`src/design/dcmp_pkg.sv`:
```
`default_nettype none
// ----------------------------------------------------------------------------
// dcmp_pkg: shared types and constants of the derangement counter
// Field widths, the prime modulus and the control word of the shared
// multiply-add unit.
// ----------------------------------------------------------------------------
package dcmp_pkg;

  localparam int unsigned COUNT_W = 13;
  localparam int unsigned DER_W   = 30;
  // Widest value the datapath holds: 4097 * (p - 1) stays below 2^42.
  localparam int unsigned WIDE_W  = 42;
  localparam int unsigned HIGH_W  = WIDE_W - DER_W;

  localparam logic [COUNT_W-1:0] MAX_N = COUNT_W'(4096);

  localparam logic [DER_W-1:0] PRIME = DER_W'(1000000007);
  // 2^30 mod p: folds the bits above bit 29 back into range.
  localparam logic [DER_W-1:0] FOLD_C = DER_W'(73741817);

  typedef struct packed {
    logic fold;  // 1: high * FOLD_C + low, 0: i * acc + sign term
    logic neg;   // sign term is p - 1 instead of 1
  } mac_ctrl_t;

endpackage
`default_nettype wire

```
`src/design/dcmp_ifs.sv`:
```
`default_nettype none
// ----------------------------------------------------------------------------
// dcmp_ifs: valid/ready channels of the derangement counter
// Input channel carries a count, output channel carries one result.
// ----------------------------------------------------------------------------
interface dcmp_in_if;
  logic                          valid;
  logic                          ready;
  logic [dcmp_pkg::COUNT_W-1:0]  count_n;

  modport source (output valid, output count_n, input ready);
  modport sink   (input valid, input count_n, output ready);
endinterface

interface dcmp_out_if;
  logic                        valid;
  logic                        ready;
  logic [dcmp_pkg::DER_W-1:0]  derangements;
  logic                        out_of_range;

  modport source (output valid, output derangements, output out_of_range, input ready);
  modport sink   (input valid, input derangements, input out_of_range, output ready);
endinterface
`default_nettype wire

```
`src/design/dcmp_mac.sv`:
```
`default_nettype none
// ----------------------------------------------------------------------------
// dcmp_mac: shared multiply-add unit
// One 13x30 multiplier and a 42-bit adder, used both for the recurrence
// step and for folding the high bits back modulo p.
// ----------------------------------------------------------------------------
module dcmp_mac (
  input  var dcmp_pkg::mac_ctrl_t              ctrl_i,
  input  var logic [dcmp_pkg::COUNT_W-1:0]     idx_i,
  input  var logic [dcmp_pkg::DER_W-1:0]       acc_i,
  input  var logic [dcmp_pkg::WIDE_W-1:0]      wide_i,
  output var logic [dcmp_pkg::WIDE_W-1:0]      res_o
);

  logic [dcmp_pkg::COUNT_W-1:0]         op_a;
  logic [dcmp_pkg::DER_W-1:0]           op_b;
  logic [dcmp_pkg::WIDE_W-1:0]          addend;
  logic [dcmp_pkg::COUNT_W+dcmp_pkg::DER_W-1:0] prod;

  always_comb begin
    if (ctrl_i.fold) begin
      op_a   = {1'b0, wide_i[dcmp_pkg::WIDE_W-1:dcmp_pkg::DER_W]};
      op_b   = dcmp_pkg::FOLD_C;
      addend = {{dcmp_pkg::HIGH_W{1'b0}}, wide_i[dcmp_pkg::DER_W-1:0]};
    end else begin
      op_a   = idx_i;
      op_b   = acc_i;
      // odd step adds -1, even step adds +1
      addend = ctrl_i.neg ? {{dcmp_pkg::HIGH_W{1'b0}}, dcmp_pkg::PRIME - 1'b1}
                          : dcmp_pkg::WIDE_W'(1);
    end
    prod  = op_a * op_b;
    res_o = prod[dcmp_pkg::WIDE_W-1:0] + addend;
  end

endmodule
`default_nettype wire

```
`src/design/derangement_count_mod_prime.sv`:
```
`default_nettype none
// ----------------------------------------------------------------------------
// derangement_count_mod_prime: derangement count modulo 1000000007
// Sequencer around one shared multiply-add unit, with an output register.
// ----------------------------------------------------------------------------
// Each item carries a count n and yields one result: D(n) mod 1000000007,
// worked as the recurrence D(i) = i*D(i-1) + (-1)^i from D(0) = 1. A count
// above 4096 is flagged with out_of_range and gives 0. Every step of the
// recurrence goes through the one 13x30 multiply-add unit: one pass forms
// i*D + sign, then further passes fold the bits above bit 29 back in
// (2^30 mod p) while any are set, and a last step does the compare and
// subtract. The block takes one item at a time; a finished result waits in
// the output register, so the next item is taken while it is not yet read.
// ----------------------------------------------------------------------------
module derangement_count_mod_prime (
  input  var logic       clk_i,
  input  var logic       rst_ni,
  dcmp_in_if.sink        in_i,
  dcmp_out_if.source     out_o
);

  typedef enum logic [3:0] {
    S_IDLE = 4'b0001,
    S_MUL  = 4'b0010,
    S_FOLD = 4'b0100,
    S_DONE = 4'b1000
  } state_e;

  state_e state_q, state_d;

  logic [dcmp_pkg::COUNT_W-1:0] n_q, n_d;
  logic [dcmp_pkg::COUNT_W-1:0] i_q, i_d;
  logic [dcmp_pkg::DER_W-1:0]   acc_q, acc_d;
  logic [dcmp_pkg::WIDE_W-1:0]  x_q, x_d;
  logic                         oor_q, oor_d;

  logic                         out_valid_q, out_valid_d;
  logic [dcmp_pkg::DER_W-1:0]   out_der_q, out_der_d;
  logic                         out_oor_q, out_oor_d;

  dcmp_pkg::mac_ctrl_t          mac_ctrl;
  logic [dcmp_pkg::WIDE_W-1:0]  mac_res;
  logic                         in_take;
  logic                         out_free;
  logic                         x_narrow;
  logic [dcmp_pkg::DER_W-1:0]   x_low;

  assign in_i.ready = (state_q == S_IDLE);
  assign in_take    = in_i.valid && in_i.ready;
  assign out_free   = !out_valid_q || out_o.ready;

  // Fold while anything sits above bit 29; otherwise the value is below 2p.
  assign x_narrow = (x_q[dcmp_pkg::WIDE_W-1:dcmp_pkg::DER_W] == '0);
  assign x_low    = x_q[dcmp_pkg::DER_W-1:0];

  assign mac_ctrl.fold = (state_q == S_FOLD);
  assign mac_ctrl.neg  = i_q[0];

  dcmp_mac u_mac (
    .ctrl_i (mac_ctrl),
    .idx_i  (i_q),
    .acc_i  (acc_q),
    .wide_i (x_q),
    .res_o  (mac_res)
  );

  always_comb begin
    state_d     = state_q;
    n_d         = n_q;
    i_d         = i_q;
    acc_d       = acc_q;
    x_d         = x_q;
    oor_d       = oor_q;
    out_valid_d = out_valid_q && !out_o.ready;
    out_der_d   = out_der_q;
    out_oor_d   = out_oor_q;

    case (state_q)
      S_IDLE: begin
        if (in_take) begin
          n_d   = in_i.count_n;
          i_d   = dcmp_pkg::COUNT_W'(1);
          oor_d = (in_i.count_n > dcmp_pkg::MAX_N);
          if (in_i.count_n > dcmp_pkg::MAX_N) begin
            // flagged count: result is zero
            acc_d   = '0;
            state_d = S_DONE;
          end else if (in_i.count_n == '0) begin
            acc_d   = dcmp_pkg::DER_W'(1);
            state_d = S_DONE;
          end else begin
            acc_d   = dcmp_pkg::DER_W'(1);
            state_d = S_MUL;
          end
        end
      end
      S_MUL: begin
        // i * D(i-1) + (-1)^i
        x_d     = mac_res;
        state_d = S_FOLD;
      end
      S_FOLD: begin
        if (x_narrow) begin
          acc_d = (x_low >= dcmp_pkg::PRIME) ? (x_low - dcmp_pkg::PRIME) : x_low;
          if (i_q == n_q) begin
            state_d = S_DONE;
          end else begin
            i_d     = i_q + 1'b1;
            state_d = S_MUL;
          end
        end else begin
          x_d = mac_res;
        end
      end
      S_DONE: begin
        // hold the result until the output register frees up
        if (out_free) begin
          out_valid_d = 1'b1;
          out_der_d   = acc_q;
          out_oor_d   = oor_q;
          state_d     = S_IDLE;
        end
      end
      default: begin
        state_d = S_IDLE;
      end
    endcase
  end

  always_ff @(posedge clk_i or negedge rst_ni) begin
    if (!rst_ni) begin
      state_q     <= S_IDLE;
      out_valid_q <= 1'b0;
    end else begin
      state_q     <= state_d;
      out_valid_q <= out_valid_d;
    end
  end

  always_ff @(posedge clk_i) begin
    n_q       <= n_d;
    i_q       <= i_d;
    acc_q     <= acc_d;
    x_q       <= x_d;
    oor_q     <= oor_d;
    out_der_q <= out_der_d;
    out_oor_q <= out_oor_d;
  end

  assign out_o.valid        = out_valid_q;
  assign out_o.derangements = out_der_q;
  assign out_o.out_of_range = out_oor_q;

`ifndef SYNTHESIS
  // The accumulator entering a multiply is always fully reduced.
  a_acc_reduced: assert property (@(posedge clk_i) disable iff (!rst_ni)
    state_q == S_MUL |-> acc_q < dcmp_pkg::PRIME)
    else $error("accumulator not reduced before multiply");

  // The step index never runs past the count.
  a_idx_bound: assert property (@(posedge clk_i) disable iff (!rst_ni)
    (state_q == S_MUL || state_q == S_FOLD) |-> (i_q <= n_q && i_q != '0))
    else $error("step index out of bounds");

  // A flagged count goes straight to a zero result.
  a_oor_zero: assert property (@(posedge clk_i) disable iff (!rst_ni)
    in_take && in_i.count_n > dcmp_pkg::MAX_N |=>
      state_q == S_DONE && oor_q && acc_q == '0)
    else $error("out-of-range count not flagged");

  // A flagged result always reads zero.
  a_out_oor: assert property (@(posedge clk_i) disable iff (!rst_ni)
    out_valid_q && out_oor_q |-> out_der_q == '0)
    else $error("flagged result is not zero");

  // Every fold shrinks the value.
  a_fold_shrinks: assert property (@(posedge clk_i) disable iff (!rst_ni)
    state_q == S_FOLD && !x_narrow |=> x_q < $past(x_q))
    else $error("fold did not shrink the value");
`endif

endmodule
`default_nettype wire
```
`src/flat_wrapper.sv`:
```
// flat-port wrapper written by rule: the top's interface ports become plain ports
module derangement_count_mod_prime_flat 
  (clk_i, rst_ni, in_i_valid, in_i_count_n, in_i_ready, out_o_valid, out_o_derangements, out_o_out_of_range, out_o_ready);
  dcmp_in_if in_i_i ();
  dcmp_out_if out_o_i ();
  input  var logic clk_i;
  input  var logic rst_ni;
  input wire logic [$bits(in_i_i.valid)-1:0] in_i_valid;
  input wire logic [$bits(in_i_i.count_n)-1:0] in_i_count_n;
  output wire logic [$bits(in_i_i.ready)-1:0] in_i_ready;
  output wire logic [$bits(out_o_i.valid)-1:0] out_o_valid;
  output wire logic [$bits(out_o_i.derangements)-1:0] out_o_derangements;
  output wire logic [$bits(out_o_i.out_of_range)-1:0] out_o_out_of_range;
  input wire logic [$bits(out_o_i.ready)-1:0] out_o_ready;
  assign in_i_i.valid = in_i_valid;
  assign in_i_i.count_n = in_i_count_n;
  assign in_i_ready = in_i_i.ready;
  assign out_o_valid = out_o_i.valid;
  assign out_o_derangements = out_o_i.derangements;
  assign out_o_out_of_range = out_o_i.out_of_range;
  assign out_o_i.ready = out_o_ready;
  derangement_count_mod_prime u_core (.clk_i(clk_i), .rst_ni(rst_ni), .in_i(in_i_i), .out_o(out_o_i));
endmodule
```
`config.mk`:
```
export PLATFORM = sky130hd
export DESIGN_NAME = derangement_count_mod_prime_flat
export DESIGN_NICKNAME = d
export VERILOG_FILES = /design/src/design/dcmp_pkg.sv /design/src/design/dcmp_ifs.sv /design/src/design/dcmp_mac.sv /design/src/design/derangement_count_mod_prime.sv /design/src/flat_wrapper.sv
export SDC_FILE = /design/constraint.sdc
export NUM_CORES = 1
export LEC_CHECK = 0
export ABC_CLOCK_PERIOD_IN_PS = 18600
export CAP_MARGIN = 30
export CORE_MARGIN = 3
export CORE_UTILIZATION = 35
export CTS_BUF_LIST = sky130_fd_sc_hd__clkbuf_4 sky130_fd_sc_hd__clkbuf_8
export DETAILED_ROUTE_END_ITERATION = 8
export DONT_BUFFER_PORTS = 1
export GPL_TIMING_DRIVEN = 0
export PLACE_DENSITY_LB_ADDON = 0.1
export SYNTH_ARGS = -nofsm -noshare
export SYNTH_HDL_FRONTEND = slang
export SYNTH_HIERARCHICAL = 1
export SYNTH_SLANG_ARGS = --single-unit
```
`constraint.sdc`:
```
create_clock -name clk_i -period 18.6 [get_ports clk_i]
set_input_delay 4.65 -clock clk_i [delete_from_list [all_inputs] [get_ports clk_i]]
set_output_delay 4.65 -clock clk_i [all_outputs]
set_load 0.05 [all_outputs]
```
==> results_tabular.tex <==
\begin{tabular}{lr}
\hline
Metric & Value \\
\hline
\multicolumn{2}{l}{\textbf{Floorplanning}} \\
Initial Util & 35.6\% \\
Row count & 85 \\
Height of the die & 241 um \\
Chip Width & 241 um \\
Core region area & 0.0541 mm\^{}2 \\
Number of ports placed on the die boundary & 50 \\
Die area & 0.0579 mm\^{}2 \\
\multicolumn{2}{l}{\textbf{Clock tree}} \\
Root cell of the clock tree & clkbuf\_8 \\
Insertion delay of the later-clocked pin in the worst-skew pair & between 500 and 600 ps \\
CTS Hold Buffers Added & 0 \\
Htree depth & 4 \\
Max Root-Sink Buffers & 2 \\
Clock slew at reported path FFs & 90 ps \\
Clock tree from TritonCTS & built \\
Num CTS Buffers & 17 \\
\# Post-CTS Setup Buffers & 0 \\
\# clock sinks & 135 \\
Post-CTS sizing & 0 \\
\multicolumn{2}{l}{\textbf{Logic synthesis}} \\
Syn Inst Count & 2,036 \\
Yosys warning count & 6 \\
Number of nets produced by synthesis & 2,491 \\
Count of flip-flops with a built-in enable after synthesis & 130 \\
Flop and latch count out of synthesis & roughly 140 \\
Fraction of synthesis flops using an asynchronous set or reset pin & 3.70\% \\
Syn Std Cell Area & 0.0193 mm\^{}2 \\
Proportion of synthesized chip area in sequential cells & 20.9\% \\
Leading register cell type out of synthesis & edfxtp\_1 \\
Number of distinct library cell variants in the gate-level netlist after synthesis & 74 \\
Synth Area per Inst & 9.46 um\^{}2 \\
\multicolumn{2}{l}{\textbf{STA}} \\
Crit share post-route & 58.2\% \\
Clock skew after layout & around 25 ps \\
Final setup viols & 0 \\
TNS Setup & 0 ps \\
RSZ-0062 raised after global routing & no \\
Final min period & 10,830 ps \\
Slew Limit Fails & 0 \\
Achievable frequency & a little over 0.09 GHz \\
Tightest Pin Transition & 1030 ps \\
Max\_slew headroom & 31.6\% \\
Final-report hold violation count & 0 \\
Worst-case setup margin in the final layout & 7770 ps \\
\multicolumn{2}{l}{\textbf{Setup path}} \\
Cell with the most instances on the worst path & fa\_1 \\
Crit path largest cell delay & 810 ps \\
Largest fanout of any net on the critical path & 10 \\
Endpoint arrival time on the critical path & approximately 11,000 ps \\
Endpoint kind of the worst setup timing path & flop \\
Critical path required time & 18,880 ps \\
Depth of the worst register-to-register path & 28 \\
Critical path type & reg2reg \\
Kind of start point of the critical path & flop \\
Slowest stage cell, crit path & clkbuf\_1 \\
\multicolumn{2}{l}{\textbf{Routing}} \\
Number of remaining DRC errors & 0 \\
Average routed wire per standard cell & 24.4 um \\
Post-Route WL & 67,600 um \\
Router iterations before antenna repair & 5 \\
Overall via count from detail\_route & 14,500 \\
Number of nets with antenna violations after detailed routing & 0 \\
Vias/cell & 5.22 \\
Initial drt markers & 1,202 \\
\multicolumn{2}{l}{\textbf{Place}} \\
Final HPWL DP & 55,500 um \\
Place WS & 7930 ps \\
Total of buffers placed on input and output ports & 0 \\
Weighted congestion reported at the end of routability-driven placement & about 0.92 \\
\multicolumn{2}{l}{\textbf{GRT}} \\
Met2 usage in global routing & 37.9\% \\
Number of antenna violations at the first check in global routing & 8 \\
Wire length of the first global-routing pass & 101,000 um \\
Vias in the first global route & between 15,000 and 20,000 \\
Final global-route overflow total & 0 \\
Met3 GRT Util & under 10\% \\
Global routing's busiest layer & met2 \\
Pin count of the biggest net entering global routing & 31 \\
Total global-route track usage & 24.4\% \\
Global-route met1 utilization & roughly a third \\
\multicolumn{2}{l}{\textbf{Status}} \\
Outcome & completed \\
\multicolumn{2}{l}{\textbf{Final layout}} \\
Commonest non-fill, non-tap cells in the layout & 358 x inv\_1, 333 x fa\_1, 297 x nand2\_1 \\
Post-layout net count & between 2,000 and 3,000 \\
Signed area change from the synthesized netlist to the final layout & 7.13\% \\
Total area of multi-input combinational cells & 0.0135 mm\^{}2 \\
Area occupied by registers & 0.00403 mm\^{}2 \\
Fillers & 5,530 \\
Layout cell share with drive strength beyond 1 & around 4.3\% \\
Most frequent standard cell in the layout excluding fill and tap cells & inv\_1 \\
\multicolumn{2}{l}{\textbf{Min path}} \\
Worst hold path type & reg2reg \\
Number of stages on the worst hold path & 0 \\
\multicolumn{2}{l}{\textbf{Job}} \\
Count of maximum capacitance violations & 0 \\
\hline
\end{tabular}
[metal layers]
layer	share of wire (%)	vias to the layer above
li1	-	6448
met1	45	7399
met2	45	511
met3	7.4	110
met4	3.1	4
met5	0.033	-
[cell usage after synthesis (6+ instances only)]
master    number  share of area [%]
buf_2          6               0.16
and2_1       112                3.6
ha_1         105                6.8
and3_1        10               0.32
or2_2         17               0.55
o21a_1        10               0.39
or3_1         12               0.39
nand4_1       20               0.65
nor4_1        10               0.32
nand2b_1       8               0.26
o21bai_1       9               0.35
xor2_1        37                1.7
nand3_1       12               0.31
clkbuf_1      77                1.5
xnor2_1       34                1.5
a31oi_1        8               0.26
nand2_1      297                5.8
nor2b_1       20               0.65
a21o_1        33                1.3
nor2_1       139                2.7
edfxtp_1     130                 20
fa_1         333                 35
buf_1          7               0.14
inv_1        358                7.0
a21oi_1       98                2.5
o21ai_0       39                1.0
[worst max-delay path, delay by kind of cell (launching register included)]
kind	cells	cell delay, ps
AO/OA/AOI/OAI	4	1510
AND/OR/NAND/NOR	7	1420
adder cells (fa/ha/maj)	7	3680
XOR/XNOR	1	130
flip-flops	1	390
buffers and inverters	9	3400
[registers in the layout, summed over array words and instances, names as in the netlist]
| signal | cells |
|---|---|
| u_core/x_q | 42 |
| u_core/acc_q | 30 |
| u_core/out_o.derangements | 30 |
| u_core/i_q | 13 |
| u_core/n_q | 13 |
| u_core/state_q | 4 |
| u_core/oor_q | 1 |
| u_core/out_o.out_of_range | 1 |
| u_core/out_o.valid | 1 |
[final timing paths]
check                           slack, ps                        end               from
max in group asynchronous           14630          u_core/state_q[0]             rst_ni
worst max-delay path                 7770             u_core/x_q[38]  u_core/state_q[0]
worst max register to register       7770             u_core/x_q[38]  u_core/state_q[0]
worst min register to register        440  u_core/out_o.out_of_range       u_core/oor_q
worst min-delay path                  440  u_core/out_o.out_of_range       u_core/oor_q
min in group asynchronous            3800          u_core/state_q[1]             rst_ni
[cell type report]
type                       instances  share of cell area, %
clock buffer                      17                   1.13
antenna                            1                 0.0121
buffer                            92                   1.78
multi-input combinational       1451                   65.6
sequential                       135                   19.5
tap                              696                   4.22
timing repair buffer               8                  0.491
inverter                         358                   6.51
clock inverter                    15                  0.661
[cell families after synthesis]
kind of cell	share of synthesized area [%]
AND/OR/NAND/NOR	16.8
buffers and inverters	8.89
adder cells (fa/ha/maj)	41.4
AO/OA/AOI/OAI	8.53
flip-flops	20.9
XOR/XNOR	3.23
multiplexers	0.208
[per-stage QoR]
stage          hold WS, ps  cell area [um^2]  instances  utilization (%)
2_1_floorplan          400             19300       2036                -
3_3_place_gp           405             20100       2732             37.2
3_5_place_dp           417             20300       2740             37.4
4_1_cts                430             20600       2772             38.1
5_1_grt                453             20600       2772             38.1
6_report               435             20600       2773             38.1
Power is not shown: default switching activity piles up to over one toggle a cycle in this logic, so the estimate is an artifact.
